$ cat config.mk
export PLATFORM = sky130hd
export DESIGN_NAME = gbt_regs
export DESIGN_NICKNAME = d
export VERILOG_FILES = /design/src/hw/rtl/gbt_pkg.sv /design/src/hw/rtl/gbt_regs.sv
export SDC_FILE = /design/constraint.sdc
export NUM_CORES = 1
export LEC_CHECK = 0
export ABC_AREA = 0
export BUFFER_PORTS_ARGS = -buffer_cell sky130_fd_sc_hd__buf_2
export CAP_MARGIN = 20
export CELL_PAD_IN_SITES_DETAIL_PLACEMENT = 0
export CELL_PAD_IN_SITES_GLOBAL_PLACEMENT = 1
export CORE_ASPECT_RATIO = 2
export CORE_UTILIZATION = 18
export DETAILED_ROUTE_END_ITERATION = 6
export PLACE_DENSITY_LB_ADDON = 0.3
export SYNTH_ARGS = -nofsm -noshare
export SYNTH_HDL_FRONTEND = slang
export SYNTH_SLANG_ARGS = --single-unit
export TNS_END_PERCENT = 1
$ cat constraint.sdc
create_clock -name clk -period 1 [get_ports clk]
set_input_delay 0.15 -clock clk [delete_from_list [all_inputs] [get_ports clk]]
set_output_delay 0.15 -clock clk [all_outputs]
set_load 0.01 [all_outputs]
$ cat src/hw/rtl/gbt_pkg.sv
// Shared types and constants for the graph traversal block.
`default_nettype none

package gbt_pkg;

    localparam int VERTEX_W         = 6;
    localparam int CMD_W            = 2;
    localparam int VCOUNT_W         = 7;
    localparam int MAX_VERTICES_DEF = 64;

    localparam int APB_ADDR_W = 3;
    localparam int APB_DATA_W = 32;
    localparam int REG_IDX_W  = APB_ADDR_W - 2;

    localparam logic [REG_IDX_W-1:0] REG_VERTEX_COUNT = '0;
    localparam logic [VCOUNT_W-1:0]  VCOUNT_RESET     = 7'd64;

    typedef enum logic [CMD_W-1:0] {
        CMD_CLEAR    = 2'd0,
        CMD_ADD_EDGE = 2'd1,
        CMD_BFS      = 2'd2,
        CMD_DFS      = 2'd3
    } cmd_t;

    typedef enum logic [3:0] {
        S_IDLE,
        S_ADD_A_RD,
        S_ADD_A_WR,
        S_ADD_B_RD,
        S_ADD_B_WR,
        S_FETCH,
        S_LOAD,
        S_ROW,
        S_EVAL,
        S_PUSH,
        S_FINISH
    } state_t;

    typedef struct packed {
        logic                valid;
        logic [VERTEX_W-1:0] vertex;
        logic                last;
        logic                err;
    } result_t;

endpackage

`default_nettype wire

$ cat src/hw/rtl/gbt_regs.sv
// APB configuration register file: vertex count.
`default_nettype none

module gbt_regs
    import gbt_pkg::*;
(
    input  wire logic                  clk,
    input  wire logic                  rst_n,
    input  wire logic                  psel,
    input  wire logic                  penable,
    input  wire logic                  pwrite,
    input  wire logic [APB_ADDR_W-1:0] paddr,
    input  wire logic [APB_DATA_W-1:0] pwdata,
    output logic      [APB_DATA_W-1:0] prdata,
    output logic                       pready,
    output logic      [VCOUNT_W-1:0]   vertex_count
);

    logic [VCOUNT_W-1:0]  vertex_count_reg;
    logic [VCOUNT_W-1:0]  vertex_count_next;
    logic [REG_IDX_W-1:0] reg_idx;
    logic                 wr_en;

    assign reg_idx = paddr[APB_ADDR_W-1:2];
    assign wr_en   = psel && penable && pwrite;
    assign pready  = 1'b1;

    always_comb
    begin
        vertex_count_next = vertex_count_reg;
        if (wr_en && (reg_idx == REG_VERTEX_COUNT))
        begin
            vertex_count_next = pwdata[VCOUNT_W-1:0];
        end
    end

    always_ff @(posedge clk or negedge rst_n)
    begin
        if (!rst_n)
        begin
            vertex_count_reg <= VCOUNT_RESET;
        end
        else
        begin
            vertex_count_reg <= vertex_count_next;
        end
    end

    always_comb
    begin
        prdata = '0;
        if (reg_idx == REG_VERTEX_COUNT)
        begin
            prdata = APB_DATA_W'(vertex_count_reg);
        end
    end

    assign vertex_count = vertex_count_reg;

endmodule

`default_nettype wire

==> run_results.csv, run 1 <==
group,metric,value,unit
yosys,synth_top_flop_cell,"dfrtp_1",
cells_and_area,final_layout_size_suffix_gt1_share,57.50,%
yosys,yosysUniqueCellTypes,7,
cells_and_area,final_area,710.7,sq um
place,io_buffers,26,
cells_and_area,fill_cells,317,
job,max-cap-violations,0,
clock_tree,cts_tree,"done",
outcome,violations,"setup timing",
cells_and_area,fin_nets,121,
floorplanning,die_w,40.84,um
sta,rsz0062_at_grt,"true",
yosys,synthTopCellsByCount,"buf_4 (26), and2b_2 (7), mux2_2 (7), dfrtp_1 (6), conb_1 (2)",
sta,clock_skew,0,ns
clock_tree,cts.path.max_buffers,2,
floorplanning,ios,80,
cells_and_area,syn2layout_area_growth,30.88,%
setup_path,cp.required,0.85,ns
detailed_routing,drc,0,
detailed_routing,routed_wl,927,um
detailed_routing,wl_per_cell,8.505,um
place,place.gp.congestion,0.5596,
yosys,yosysTopAreaCellShare,35.94,%
setup_path,path_max_fanout,3,
clock_tree,cts-htree-levels,1,
floorplanning,die_area,0.003254,sq mm
sta,maxSlewViolCount,0,
grt,grt_pass1_vias,307,
sta,finalSetupViolCount,8,
yosys,synth_area_leaders,"buf_4 (36%), dfrtp_1 (28%), mux2_2 (15%)",
setup_path,arrival,0.98,ns
detailed_routing,drt_iter0_drc,2,
setup_path,slowest_stage,"dfstp_2",
yosys,synth_most_common_cell,"buf_4",
setup_path,cp-end-kind,"output pin",
floorplanning,die_h,79.68,um
setup_path,crit_type,"reg -> out",
sta,fin_tns_setup,-0.5557,ns
setup_path,start_kind,"flip-flop",
setup_path,worst-path-buf-inv,1,
setup_path,max_stage_delay,0.53,ns
power,p_leak,0.4002,nW
sta,finalHoldViolCount,0,
setup_path,path_cells,"and2b_2 -> buf_6",
detailed_routing,vias,366,
worst_hold_path,min_path_type,"in -> reg",
detailed_routing,ant_nets,0,
grt,grt_start_max_net_pins,8,
yosys,syn_inst,50,
outcome,status,"finished, violations left",
yosys,synth_area_leader_cell,"buf_4",
detailed_routing,via_per_inst,3.358,
grt,grt_first_pass_wirelength,1331,um
grt,overflow,0,
clock_tree,clock_sinks,7,
sta,post-route-min-period,1.132,ns
cells_and_area,diodes,0,
yosys,ys_ff_latch,7,
floorplanning,rows,27,
floorplanning,coreArea,0.002804,sq mm
detailed_routing,first_pass_iters,2,
place,dp_hpwl,795.2,um
power,ir_drop,0.0006533,V
clock_tree,clk_pin_slew,0.04,ns
yosys,synth_edf_count,0,
clock_tree,insertion_delay,0.22,ns
yosys,yosys_warnings,0,
clock_tree,cts-root-buf,"clkbuf_8",
floorplanning,start_util,19.37,%
clock_tree,cts_setup_buffers,0,
yosys,ys_async_sr_fraction,100.0,%
place,post-place-ws,0.03468,ns
setup_path,cpLargestDelayFamily,"flip-flops",
yosys,ys_seq_area_share,32.49,%
power,powerDensity,1652,mW/mm^2
sta,min_period_over_period,113.2,%
yosys,synth_area,543.0,sq um
place,dpl_cell_area,611.8,sq um
sta,fin_ws,-0.1319,ns
sta,fmax,883.5,MHz
grt,grt_usage,6.057,%
yosys,syn_avg_cell_area,10.86,sq um
cells_and_area,largest_reg_flops,7,
grt,antenna_found_initial,0,
clock_tree,numCtsBuffers,3,
-- per-stage QoR --
| stage | total power, W | cells | util (%) | hold WS [ns] |
|---|---|---|---|---|
| 2_1_floorplan | 0.0006621 | 74 | - | -0.1456 |
| 3_3_place_gp | 0.0007325 | 104 | 21.82 | -0.001411 |
| 3_5_place_dp | 0.0007382 | 104 | 21.82 | 0.00009412 |
| 4_1_cts | 0.001199 | 109 | 25.35 | 0.1542 |
| 5_1_grt | 0.001272 | 109 | 25.35 | 0.1605 |
| 6_report | 0.001174 | 109 | 25.35 | 0.1563 |
-- area by class of cell --
| cell class | instances | area [sq um] | area share, % |
|---|---|---|---|
| multi-input cells | 41 | 261.5 | 36.80 |
| repair buffers | 28 | 191.4 | 26.94 |
| flip-flops and latches | 7 | 176.4 | 24.82 |
| clock buffers | 4 | 45.04 | 6.338 |
| well taps | 29 | 36.28 | 5.106 |
-- power by group --
part	leakage [nW]	total, W	switching [W]	internal [W]
clock	0.0228	0.000392	0.000117	0.000275
combinational	0.295	0.000387	0.000180	0.000207
sequential	0.0825	0.000394	0.0000403	0.000354
total	0.400	0.00117	0.000337	0.000837
-- routing by layer --
metal,global-route usage (%),share of wire (%)
met1,6.469,36
met2,10.00,53
met3,1.671,11
met4,3.000,0
met5,0,0
-- worst paths after layout --
| kind | startpoint | endpoint | slack, ns | cells past startpoint |
|---|---|---|---|---|
| max | vertex_count[6] | prdata[6] | -0.13 | 2 |
| min | pwdata[0] | vertex_count[0] | 0.16 | 2 |
| max reg2reg | vertex_count[0] | vertex_count[0] | 0.23 | 1 |
| min reg2reg | vertex_count[3] | vertex_count[3] | 0.52 | 1 |
| max in group asynchronous | rst_n | vertex_count[6] | 0.47 | 2 |
| min in group asynchronous | rst_n | vertex_count[0] | 0.29 | 2 |
-- kinds of logic (layout without fill, tap and decap cells) --
group	after synthesis	after routing	share of synthesized area, %
buffers and inverters	26	32	35.95
DFF	7	7	32.49
muxes	7	7	14.52
other	2	26	1.383
and+or+nand+nor	8	8	15.67
-- placed cells by master, fill, tap and decap left out --
cell            n
conb_1         26
nand4b_4        1
buf_4           1
clkbuf_1        1
dfrtp_1         6
mux2_2          7
clkbuf_8        3
and2b_2         7
buf_2          19
buf_6           7
dlygate4sd3_1   1
dfstp_2         1
-- repair_timing --
item                                   in CTS  in global routing
setup endpoints to repair                   8                  8
endpoints found under the hold margin       7                  0
pin swaps                                   0                  0
hold buffers                                1                  0
gates resized for setup                     7                  0
Power figures use the tool's default switching activity.
==> run 2: changes to the inputs <==
--- a/config.mk
+++ b/config.mk
@@ -5,13 +5,13 @@
 export SDC_FILE = /design/constraint.sdc
 export NUM_CORES = 1
 export LEC_CHECK = 0
-export ABC_AREA = 0
+export ABC_AREA = 1
 export BUFFER_PORTS_ARGS = -buffer_cell sky130_fd_sc_hd__buf_2
 export CAP_MARGIN = 20
 export CELL_PAD_IN_SITES_DETAIL_PLACEMENT = 0
 export CELL_PAD_IN_SITES_GLOBAL_PLACEMENT = 1
 export CORE_ASPECT_RATIO = 2
-export CORE_UTILIZATION = 18
+export CORE_UTILIZATION = 17
 export DETAILED_ROUTE_END_ITERATION = 6
 export PLACE_DENSITY_LB_ADDON = 0.3
 export SYNTH_ARGS = -nofsm -noshare
==> run_results.csv, run 2 <==
group,metric,value,unit
grt,met1_usage,5.186,%
setup_path,cp-end-kind,"output pin",
outcome,status,"finished, violations left",
power,powerDensity,1580,mW/mm^2
yosys,ys_seq_area_share,30.79,%
yosys,synth_top_flop_cell,"dfrtp_1",
yosys,yosysUniqueCellTypes,12,
job,max-cap-violations,0,
detailed_routing,wl_per_cell,7.578,um
grt,antenna_found_initial,0,
cells_and_area,largest_reg_flops,7,
power,ir_drop,0.0004950,V
place,io_buffers,26,
place,post-place-ws,0.08614,ns
sta,rsz0062_at_grt,"true",
power,swShare,31.95,%
detailed_routing,via_per_inst,3.296,
outcome,violations,"setup timing",
clock_tree,cts_tree,"done",
yosys,synth_most_common_cell,"buf_4",
grt,grt_pass1_vias,422,
setup_path,start_kind,"flip-flop",
detailed_routing,vias,445,
sta,whs,0.1465,ns
power,p_seq_share,35.7,%
yosys,synth_area,573.1,sq um
grt,use_met2,11.57,%
floorplanning,die_h,84.11,um
cells_and_area,diodes,0,
power,power.switching,0.0003449,W
detailed_routing,ant_nets,0,
grt,overflow,0,
floorplanning,die_w,43.06,um
setup_path,crit_type,"reg -> out",
yosys,yosys_warnings,0,
power,p_leak,0.4437,nW
floorplanning,rows,29,
clock_tree,numCtsBuffers,3,
sta,maxSlewViolCount,0,
grt,grt_usage,6.334,%
yosys,synthTopCellsByCount,"buf_4 (26), nand2_1 (15), inv_1 (8), nand3_1 (7), nor2_1 (7)",
yosys,syn_avg_cell_area,7.540,sq um
detailed_routing,drt_iter0_drc,3,
clock_tree,clk_pin_slew,0.04,ns
cells_and_area,syn2layout_area_growth,19.21,%
sta,post-route-min-period,1.151,ns
setup_path,cp.required,0.85,ns
sta,fmax,869.1,MHz
yosys,synth_edf_count,0,
sta,fin_tns_setup,-0.1941,ns
yosys,synth_area_leaders,"buf_4 (34%), dfrtp_1 (26%), nand2_1 (9.8%)",
yosys,syn_inst,76,
yosys,yosysTopAreaCellShare,34.06,%
power,internal_power,0.0007346,W
setup_path,path_max_fanout,3,
grt,grt_first_pass_wirelength,1752,um
place,place.gp.congestion,0.6470,
clock_tree,cts-root-buf,"clkbuf_8",
clock_tree,cts.path.max_buffers,2,
sta,fin_ws,-0.1506,ns
detailed_routing,routed_wl,1023,um
sta,clock_skew,0,ns
floorplanning,start_util,17.95,%
floorplanning,ios,80,
cells_and_area,final_cell_mix,"conb_1 (26), buf_2 (26), nand2_1 (15)",
detailed_routing,drc,0,
grt,grt.busiest_layer,"met2",
cells_and_area,final_layout_size_suffix_gt1_share,33.65,%
place,dp_hpwl,932.5,um
clock_tree,clock_sinks,7,
yosys,synth_area_leader_cell,"buf_4",
sta,min_period_over_period,115.1,%
grt,gr-usage-met3,2.597,%
yosys,ys_ff_latch,7,
power,combPwrFrac,28.6,%
detailed_routing,first_pass_iters,4,
grt,grt_start_max_net_pins,9,
clock_tree,insertion_delay,0.22,ns
worst_hold_path,min_path_type,"in -> reg",
setup_path,arrival,1.00,ns
floorplanning,coreArea,0.003193,sq mm
clock_tree,cts-htree-levels,1,
cells_and_area,fin_nets,145,
yosys,ys_async_sr_fraction,100.0,%
sta,finalHoldViolCount,0,
floorplanning,die_area,0.003621,sq mm
power,clkPwrFrac,35.7,%
sta,finalSetupViolCount,2,
run 2: path summary, 6_finish.rpt:
kind / from / to / depth (start not counted) / slack [ns]
min in group asynchronous: rst_n / vertex_count[0] / 2 / 0.30
max reg2reg: vertex_count[6] / vertex_count[6] / 2 / 0.30
min reg2reg: vertex_count[6] / vertex_count[6] / 2 / 0.47
min: pwdata[6] / vertex_count[6] / 3 / 0.15
max in group asynchronous: rst_n / vertex_count[6] / 2 / 0.48
max: vertex_count[6] / prdata[6] / 3 / -0.15
run 2: logic make-up after synthesis:
kind of cell,Yosys count,share of synthesized area [%]
DFF,7,30.79
other,2,1.311
and+or+nand+nor,31,25.98
buffers and inverters,36,41.92
run 2: power groups by stage:
stage | registers (W) | logic, W | clock network, W
6_report | 0.000385 | 0.000309 | 0.000386
5_1_grt | 0.000396 | 0.000355 | 0.000395
4_1_cts | 0.000386 | 0.000311 | 0.000393
3_5_place_dp | 0.000390 | 0.000308 | 0
3_3_place_gp | 0.000388 | 0.000306 | 0
2_1_floorplan | 0.000410 | 0.000234 | 0
run 2: metal layers:
metal	share of wire [%]	wire (um)
met5	0	0
met1	30	310
met2	53	544
met3	13	137
met4	3.0	31
run 2: metrics by stage:
| step | cell area, sq um | std cells | util, % | total power (W) |
|---|---|---|---|---|
| final | 683.2 | 135 | 21.40 | 0.001079 |
| after global placement | 625.6 | 130 | 19.59 | 0.0006938 |
| after detailed placement | 625.6 | 130 | 19.59 | 0.0006974 |
| after CTS | 680.7 | 135 | 21.32 | 0.001090 |
| after floorplan | 663.1 | 100 | - | 0.0006439 |
| after global routing | 683.2 | 135 | 21.40 | 0.001147 |
run 2: timing repair:
action	CTS	global route
hold buffers	1	0
setup endpoints to repair	2	8
cloned	0	0
resized for setup	0	2
pin swaps	0	1
hold endpoints to repair	7	0
buffers inserted	0	0
run 2: worst max-delay path, cell delays in order (launching register included):
cell and delay [ns]:
dfstp_2 0.54, inv_2 0.03, nor2_2 0.08, buf_2 0.13
run 2: layout make-up:
cell class                      instances  area, sq um
Fill cell                             381         2510
Sequential cell                         7        176.4
Tap cell                               31        38.79
Clock buffer                            4        45.04
Multi-Input combinational cell         57        249.0
Inverter                                9        33.78
Timing Repair Buffer                   27        140.1
